--- config.mk ---
export PLATFORM = sky130hd
export DESIGN_NAME = longest_valid_paren_run_core
export DESIGN_NICKNAME = d
export VERILOG_FILES = /design/src/rtl/core/lvpr_pkg.sv /design/src/rtl/core/lvpr_stack_ram.sv /design/src/rtl/core/longest_valid_paren_run_core.sv
export VERILOG_INCLUDE_DIRS = /design/src /design/src/rtl/core
export SDC_FILE = /design/constraint.sdc
export NUM_CORES = 2
export LEC_CHECK = 0
export ABC_AREA = 1
export BUFFER_PORTS_ARGS = -buffer_cell sky130_fd_sc_hd__buf_2
export CAP_MARGIN = 20
export CORE_MARGIN = 2
export CORE_UTILIZATION = 40
export DETAILED_ROUTE_END_ITERATION = 7
export PLACE_DENSITY = 0.58
export SETUP_SLACK_MARGIN = 0.05
export SLEW_MARGIN = 0
export SYNTH_ARGS = -nofsm -noshare
export SYNTH_HDL_FRONTEND = slang
export SYNTH_SLANG_ARGS = --single-unit
--- constraint.sdc ---
create_clock -name i_clk -period 18.7 [get_ports i_clk]
set_clock_uncertainty 0.2 [all_clocks]
set_input_delay 4.675 -clock i_clk [delete_from_list [all_inputs] [get_ports i_clk]]
set_output_delay 4.675 -clock i_clk [all_outputs]
set_load 0.01 [all_outputs]
--- src/rtl/core/longest_valid_paren_run_core_assert.svh ---
// Assertion macros shared by the longest balanced parenthesis run core.
// Included by the RTL files that carry concurrent checks; needs no package.
`ifndef LONGEST_VALID_PAREN_RUN_CORE_ASSERT_SVH
`define LONGEST_VALID_PAREN_RUN_CORE_ASSERT_SVH

// Same-cycle implication, checked outside reset.
`define LVPR_ASSERT_NOW(label, clk, rst_n, ante, cons, msg) \
    label: assert property (@(posedge clk) disable iff (!(rst_n)) (ante) |-> (cons)) \
        else $error(msg);

// Next-cycle implication, checked outside reset.
`define LVPR_ASSERT_NEXT(label, clk, rst_n, ante, cons, msg) \
    label: assert property (@(posedge clk) disable iff (!(rst_n)) (ante) |=> (cons)) \
        else $error(msg);

`endif

--- src/rtl/core/lvpr_pkg.sv ---
// Shared types and constants for the longest balanced parenthesis run core.
// Has no dependencies; used by longest_valid_paren_run_core.
`timescale 1ns / 1ps
`default_nettype none

package lvpr_pkg;

    typedef logic [7:0] t_symbol;
    typedef logic [8:0] t_best;

    // Character code of an open parenthesis.
    localparam t_symbol OPEN_CHAR = 8'd40;

endpackage

`default_nettype wire

--- src/rtl/core/lvpr_stack_ram.sv ---
// Position stack storage: one write port, one read port with registered data.
// No dependencies on other project files.
`timescale 1ns / 1ps
`default_nettype none

module lvpr_stack_ram #(
    parameter int DEPTH  = 256,
    parameter int DATA_W = 9
) (
    input  wire logic                     i_clk,
    input  wire logic                     i_wr_en,
    input  wire logic [$clog2(DEPTH)-1:0] i_wr_addr,
    input  wire logic [DATA_W-1:0]        i_wr_data,
    input  wire logic [$clog2(DEPTH)-1:0] i_rd_addr,
    output logic      [DATA_W-1:0]        o_rd_data
);

    logic [DATA_W-1:0] r_mem [DEPTH];

    always_ff @(posedge i_clk) begin
        if (i_wr_en) begin
            r_mem[i_wr_addr] <= i_wr_data;
        end
    end

    always_ff @(posedge i_clk) begin
        o_rd_data <= r_mem[i_rd_addr];
    end

endmodule

`default_nettype wire

--- src/rtl/core/longest_valid_paren_run_core.sv ---
// Top level of the longest balanced parenthesis run core.
// Depends on lvpr_pkg, lvpr_stack_ram and longest_valid_paren_run_core_assert.svh.
`timescale 1ns / 1ps
`default_nettype none

// The core reads a string one character word at a time and returns, for every
// word, the length of the longest balanced run of parentheses seen so far in
// that string. An open parenthesis pushes its position on a stack; any other
// byte pops, and either measures a run against the new top or, when only the
// base mark was popped, makes its own position the new base. A word with
// i_last set closes the string: its result carries o_end_of_string and all
// string state is cleared for the next one. Characters past MAX_LEN are not
// processed and raise o_too_long on that result and on the rest of the string.
// Throughput is one word per clock cycle while the result side is not stalled.
// An accepted word is held in the input register and its result is then loaded
// into the result register, which offers it on the result channel.
// A stalled result holds the input register, and o_in_stall follows i_out_stall
// in the same cycle. The pace is set by the stack RAM: its read is addressed
// from the next stack pointer, so the entry below the top is already
// registered when the next character pops. Entry zero of the stack lives in a
// flip-flop, so no clearing pass is needed after reset or between strings.
module longest_valid_paren_run_core #(
    parameter int MAX_LEN = 256
) (
    input  wire logic                 i_clk,
    input  wire logic                 i_rst_n,
    // Input channel.
    input  wire logic                 i_in_valid,
    output logic                      o_in_stall,
    input  wire lvpr_pkg::t_symbol    i_symbol,
    input  wire logic                 i_last,
    // Result channel.
    output logic                      o_out_valid,
    input  wire logic                 i_out_stall,
    output lvpr_pkg::t_best           o_best_length,
    output logic                      o_too_long,
    output logic                      o_end_of_string
);

    // Positions are stored plus one, so zero is the minus-one base mark and
    // the largest stored value is MAX_LEN.
    localparam int POS_W  = $clog2(MAX_LEN + 1);
    localparam int ADDR_W = $clog2(MAX_LEN);

    // Input register.
    logic              r_in_valid;
    lvpr_pkg::t_symbol r_in_symbol;
    logic              r_in_last;

    // String state. Stack entry zero is held in r_base; entries one and up
    // live in the RAM at address (index - 1).
    logic [POS_W-1:0]  r_sp, n_sp;
    logic [POS_W-1:0]  r_pos, n_pos;
    logic [POS_W-1:0]  r_best, n_best;
    logic [POS_W-1:0]  r_base, n_base;
    logic              r_overflow, n_overflow;

    // Result register.
    logic              r_out_valid;
    lvpr_pkg::t_best   r_out_best, n_out_best;
    logic              r_out_too_long, n_out_too_long;
    logic              r_out_last;

    // Stack RAM port signals.
    logic              wr_en;
    logic [ADDR_W-1:0] wr_addr;
    logic [POS_W-1:0]  mark;
    logic [ADDR_W-1:0] rd_addr;
    logic [POS_W-1:0]  mem_q;

    logic              adv;
    logic              in_load;
    logic [POS_W-1:0]  below;
    logic [POS_W-1:0]  run;

    // Terms used by the checks at the end of the module.
    logic              last_adv;
    logic              str_clear;
    logic              out_held;

    // The word in the input register moves on whenever the result register
    // is empty or being emptied in this cycle.
    assign adv        = r_in_valid && (!r_out_valid || !i_out_stall);
    assign o_in_stall = r_in_valid && !adv;
    assign in_load    = i_in_valid && !o_in_stall;

    always_ff @(posedge i_clk) begin
        if (!i_rst_n) begin
            r_in_valid <= 1'b0;
        end else if (in_load) begin
            r_in_valid <= 1'b1;
        end else if (adv) begin
            r_in_valid <= 1'b0;
        end
    end

    always_ff @(posedge i_clk) begin
        if (in_load) begin
            r_in_symbol <= i_symbol;
            r_in_last   <= i_last;
        end
    end

    // The RAM always holds stack[r_sp - 1] on mem_q once r_sp is at least
    // two; at exactly one the entry below the top is the base register.
    assign below = (r_sp == POS_W'(1)) ? r_base : mem_q;
    assign run   = mark - below;
    assign mark  = r_pos + POS_W'(1);

    always_comb begin
        n_sp           = r_sp;
        n_pos          = r_pos;
        n_best         = r_best;
        n_base         = r_base;
        n_overflow     = r_overflow;
        wr_en          = 1'b0;
        wr_addr        = ADDR_W'(r_sp);
        n_out_best     = r_out_best;
        n_out_too_long = r_out_too_long;

        if (adv) begin
            if (r_pos < POS_W'(MAX_LEN)) begin
                n_pos = mark;
                if (r_in_symbol == lvpr_pkg::OPEN_CHAR) begin
                    // Push; the new top lands at RAM address r_sp.
                    if (r_sp < POS_W'(MAX_LEN)) begin
                        n_sp  = r_sp + POS_W'(1);
                        wr_en = 1'b1;
                    end
                end else if (r_sp == '0) begin
                    // Only the base was there: this position becomes the base.
                    n_base = mark;
                end else begin
                    n_sp = r_sp - POS_W'(1);
                    if (run > r_best) begin
                        n_best = run;
                    end
                end
            end else begin
                n_overflow = 1'b1;
            end

            n_out_best     = lvpr_pkg::t_best'(n_best);
            n_out_too_long = n_overflow;

            if (r_in_last) begin
                n_sp       = '0;
                n_pos      = '0;
                n_best     = '0;
                n_base     = '0;
                n_overflow = 1'b0;
            end
        end
    end

    // Read the entry that will sit below the top after this edge.
    assign rd_addr = ADDR_W'(n_sp - POS_W'(2));

    lvpr_stack_ram #(
        .DEPTH  (MAX_LEN),
        .DATA_W (POS_W)
    ) u_stack_ram (
        .i_clk     (i_clk),
        .i_wr_en   (wr_en),
        .i_wr_addr (wr_addr),
        .i_wr_data (mark),
        .i_rd_addr (rd_addr),
        .o_rd_data (mem_q)
    );

    always_ff @(posedge i_clk) begin
        if (!i_rst_n) begin
            r_sp       <= '0;
            r_pos      <= '0;
            r_best     <= '0;
            r_base     <= '0;
            r_overflow <= 1'b0;
        end else begin
            r_sp       <= n_sp;
            r_pos      <= n_pos;
            r_best     <= n_best;
            r_base     <= n_base;
            r_overflow <= n_overflow;
        end
    end

    always_ff @(posedge i_clk) begin
        if (!i_rst_n) begin
            r_out_valid <= 1'b0;
        end else if (adv) begin
            r_out_valid <= 1'b1;
        end else if (!i_out_stall) begin
            r_out_valid <= 1'b0;
        end
    end

    always_ff @(posedge i_clk) begin
        if (adv) begin
            r_out_best     <= n_out_best;
            r_out_too_long <= n_out_too_long;
            r_out_last     <= r_in_last;
        end
    end

    assign o_out_valid     = r_out_valid;
    assign o_best_length   = r_out_best;
    assign o_too_long      = r_out_too_long;
    assign o_end_of_string = r_out_last;

    assign last_adv  = adv && r_in_last;
    assign str_clear = (r_sp == '0) && (r_pos == '0) && (r_best == '0) && !r_overflow;
    assign out_held  = r_out_valid && i_out_stall;

`include "longest_valid_paren_run_core_assert.svh"

    // Every stack entry above the base was pushed by a character of its own.
    `LVPR_ASSERT_NOW(a_sp_within_pos, i_clk, i_rst_n, 1'b1, r_sp <= r_pos, "stack too deep")
    // A balanced run cannot be longer than the characters taken so far.
    `LVPR_ASSERT_NOW(a_best_within_pos, i_clk, i_rst_n, 1'b1, r_best <= r_pos, "best too long")
    // Closing a string leaves the stack, position and best cleared.
    `LVPR_ASSERT_NEXT(a_last_clears, i_clk, i_rst_n, last_adv, str_clear, "state not cleared")
    // A result that is held back must not be overwritten by the next word.
    `LVPR_ASSERT_NOW(a_no_overwrite, i_clk, i_rst_n, out_held, !adv, "result overwritten")

endmodule

`default_nettype wire

==> impl_metrics.tcl <==
set metrics [dict create \
    fin_nets 9690 \
    synth_edf_count 2324 \
    dp_cells 12788 \
    dpl.hpwl_mm 172 \
    row_count 186 \
    cts_tree "yes" \
    syn_nets 9934 \
    core_area_mm2 0.257 \
    cts_made_buffers 240 \
    reg2reg_slack_ns 11.75 \
    yosys_warnings 0 \
    critPathKind "input pin to register" \
    routedWlPerCell_um 24.0 \
    initial_core_util_pct 40.3 \
    fmax_mhz 98.0 \
    cts_root_buffer "clkbuf_16" \
    die_area_mm2 0.263 \
    p_switching_mw 10.0 \
    dr.pass1.iters 8 \
    worstMarginPinSlew_ns 1.19 \
    p_comb_share_pct 48.9 \
    seqPwrFrac_pct 28.4 \
    synth_async_sr_flop_share_pct 0 \
    vias_per_cell 5.49 \
    finalSetupViolations 0 \
    routed_wl_mm 318 \
    synthTopCellsByArea "edfxtp_1 67%, nand2_1 11%, nand3_1 8.1%" \
    antenna_found_initial 14 \
    cp.arrival_ns 10.82 \
    h-tree-depth 4 \
    placement.io_buffers 25 \
    pwr-share-clk_pct 22.7 \
    maxSlewHeadroom_pct 21.0 \
    grt_max_degree 172 \
    synthesis.area_mm2 0.104 \
    cts_buffer_depth 4 \
    vias 72625 \
    clkTransAtPathRegs_ns 0.06 \
    die_height_um 513 \
    endpoint_kind "register" \
    p_sw_share_pct 48.3 \
    crit_path_start_kind "input pin" \
    whs_ns 0.262 \
    power_mw 20.7 \
    synth_ff_type "edfxtp_1" \
    cap_violations 0 \
    grt_overflow 0 \
    ys_seq_area_share_pct 68.2 \
    synth-seq-cells 2372 \
    die_w_um 513 \
    cts_sinks 2372 \
    insertion_delay_ns 0.90 \
    cts_setup_buffers 0 \
    fillCellCount 23885 \
    hp-class "register to register" \
    drt_iter0_markers 9132 \
    stdcell_count 13233 \
    synth_most_common_cell "nand2_1" \
    hold_viol_final 0 \
    post-route-drc-count 0 \
    grt.total_usage_pct 23.5 \
    ios 26 \
    syn_avg_cell_area_um2 10.5 \
    synth_top_cell_area_share_pct 67.3 \
    post_cts_resize_count 0 \
    final.setup.tns_ns 0 \
    drv_slew 0 \
    syn_inst 9896 \
    period_share_pct 54.5 \
    status "completed" \
    ant_nets 0 \
    areaGrowthSynthToFinish_pct 9.88 \
    ir_worst_vdd_v 0.000270 \
    p_int_mw 10.7 \
    period_minus_slack_ns 10.20 \
    synth_commonest_cells "3172 x nand2_1, 2324 x edfxtp_1, 1680 x nand3_1, 1091 x inv_1, 424 x nand4_1" \
    yosysTopAreaCell "edfxtp_1" \
    synth.distinct_cells 46 \
    p_leak_nw 45.1 \
    power_density_mw_per_mm2 182 \
    cts_hold_buf 0 \
    crit_fanout 136 \
    cp.required_ns 19.32 \
    grt_first_pass_wirelength_mm 466 \
    rsz0062_at_grt "no" \
    final_layout_size_suffix_gt1_share_pct 5.58 \
    gp_congestion 0.886 \
    first_global_vias 68522 \
]
## worst paths after layout
check / startpoint / endpoint / cells past startpoint
worst max-delay path: i_out_stall / u_stack_ram.o_rd_data[3] / 18
worst min-delay path: r_overflow / r_overflow / 2
worst max register to register: r_sp[0] / u_stack_ram.o_rd_data[5] / 21
worst min register to register: r_overflow / r_overflow / 2
## power by group through the flow
stage / clock network, mW / registers [mW] / logic [mW]
finish: 4.70 / 5.88 / 10.1
global route: 4.95 / 5.88 / 10.7
CTS: 4.75 / 5.88 / 9.84
detailed placement: 0 / 6.00 / 9.81
global placement: 0 / 6.00 / 9.85
floorplan: 0 / 5.95 / 5.75
## flip-flops by register name, indices dropped and copies added (netlist names)
register	count
o_best_length	9
o_end_of_string	1
o_out_valid	1
o_too_long	1
r_base	9
r_best	9
r_in_last	1
r_in_symbol	8
r_in_valid	1
r_overflow	1
r_pos	9
r_sp	9
u_stack_ram.o_rd_data	9
u_stack_ram.r_mem	2304
## logic make-up (layout without fill, tap and decap cells)
| logic type | count (synthesis) | count (layout) | share of synthesized area, % |
|---|---|---|---|
| and+or+nand+nor | 5603 | 5603 | 23.4 |
| AOI/OAI and AO/OA | 135 | 135 | 0.911 |
| DFF | 2372 | 2372 | 68.2 |
| buffers and inverters | 1738 | 1687 | 6.89 |
| xor gates and xnor gates | 14 | 14 | 0.151 |
| other | 0 | 4 | 0 |
| muxes | 9 | 9 | 0.0881 |
| adders and majority gates | 25 | 25 | 0.309 |
## per-stage QoR
stage,util (%),cell area (um^2),worst slack [ns]
final,44.3,114000,8.50
after detailed placement,41.3,106000,7.60
after floorplan,-,104000,7.59
after global placement,41.3,106000,7.56
after global routing,44.3,114000,8.25
after CTS,44.2,114000,8.55
## placed cells by master (no fill, tap or decap), drive strengths merged, types with 3 or more instances in the layout
master | synthesis | routed
o21ai | 20 | 20
inv | 1107 | 1113
ha | 24 | 24
a21oi | 40 | 40
nand2 | 3179 | 3179
nand4 | 424 | 424
nor3 | 6 | 6
buf | 376 | 143
mux2i | 8 | 8
clkinv | 2 | 104
xor2 | 11 | 11
clkbuf | 253 | 302
nor2 | 307 | 307
diode | 0 | 4
edfxtp | 2324 | 2324
xnor2 | 3 | 3
bufinv | 0 | 20
nand3 | 1685 | 1685
clkinvlp | 0 | 5
dfxtp | 48 | 48
o211ai | 63 | 63
## worst max-delay path: stages
cell     delay (ns)
buf_2          0.10
nand2_1        0.12
nand2_2        0.25
nor2_2         0.49
o21a_1         0.24
nand3_4        0.26
nand2_8        0.39
buf_4          0.76
buf_12         0.57
buf_4          0.95
nand3_1        0.28
nand3_1        0.18
nand3_1        0.10
nand3_1        0.27
nand3_1        0.25
nand3_1        0.19
nand3_1        0.19
nand2_1        0.17
## metal layers
layer  track usage (%)  routed length (um)  vias up  share of wire, %
li1                  -                   -    32958                 -
met1              33.4              134000    35645                42
met2              36.0              142000     3462                45
met3              4.73               29900      554               9.4
met4              8.16               11700        6               3.7
met5                 0                  37        -             0.012
## final cells by class
class | count | area, um^2 | share of cell area [%]
Clock buffer | 302 | 6310 | 5.54
Tap cell | 3384 | 4230 | 3.72
Sequential cell | 2372 | 70700 | 62.1
Inverter | 1109 | 4240 | 3.72
Multi-Input combinational cell | 5786 | 26000 | 22.8
Timing Repair Buffer | 143 | 1240 | 1.09
Clock inverter | 133 | 1160 | 1.02
Antenna cell | 4 | 10.0 | 0.00878
(Power assumes the default switching activity.)
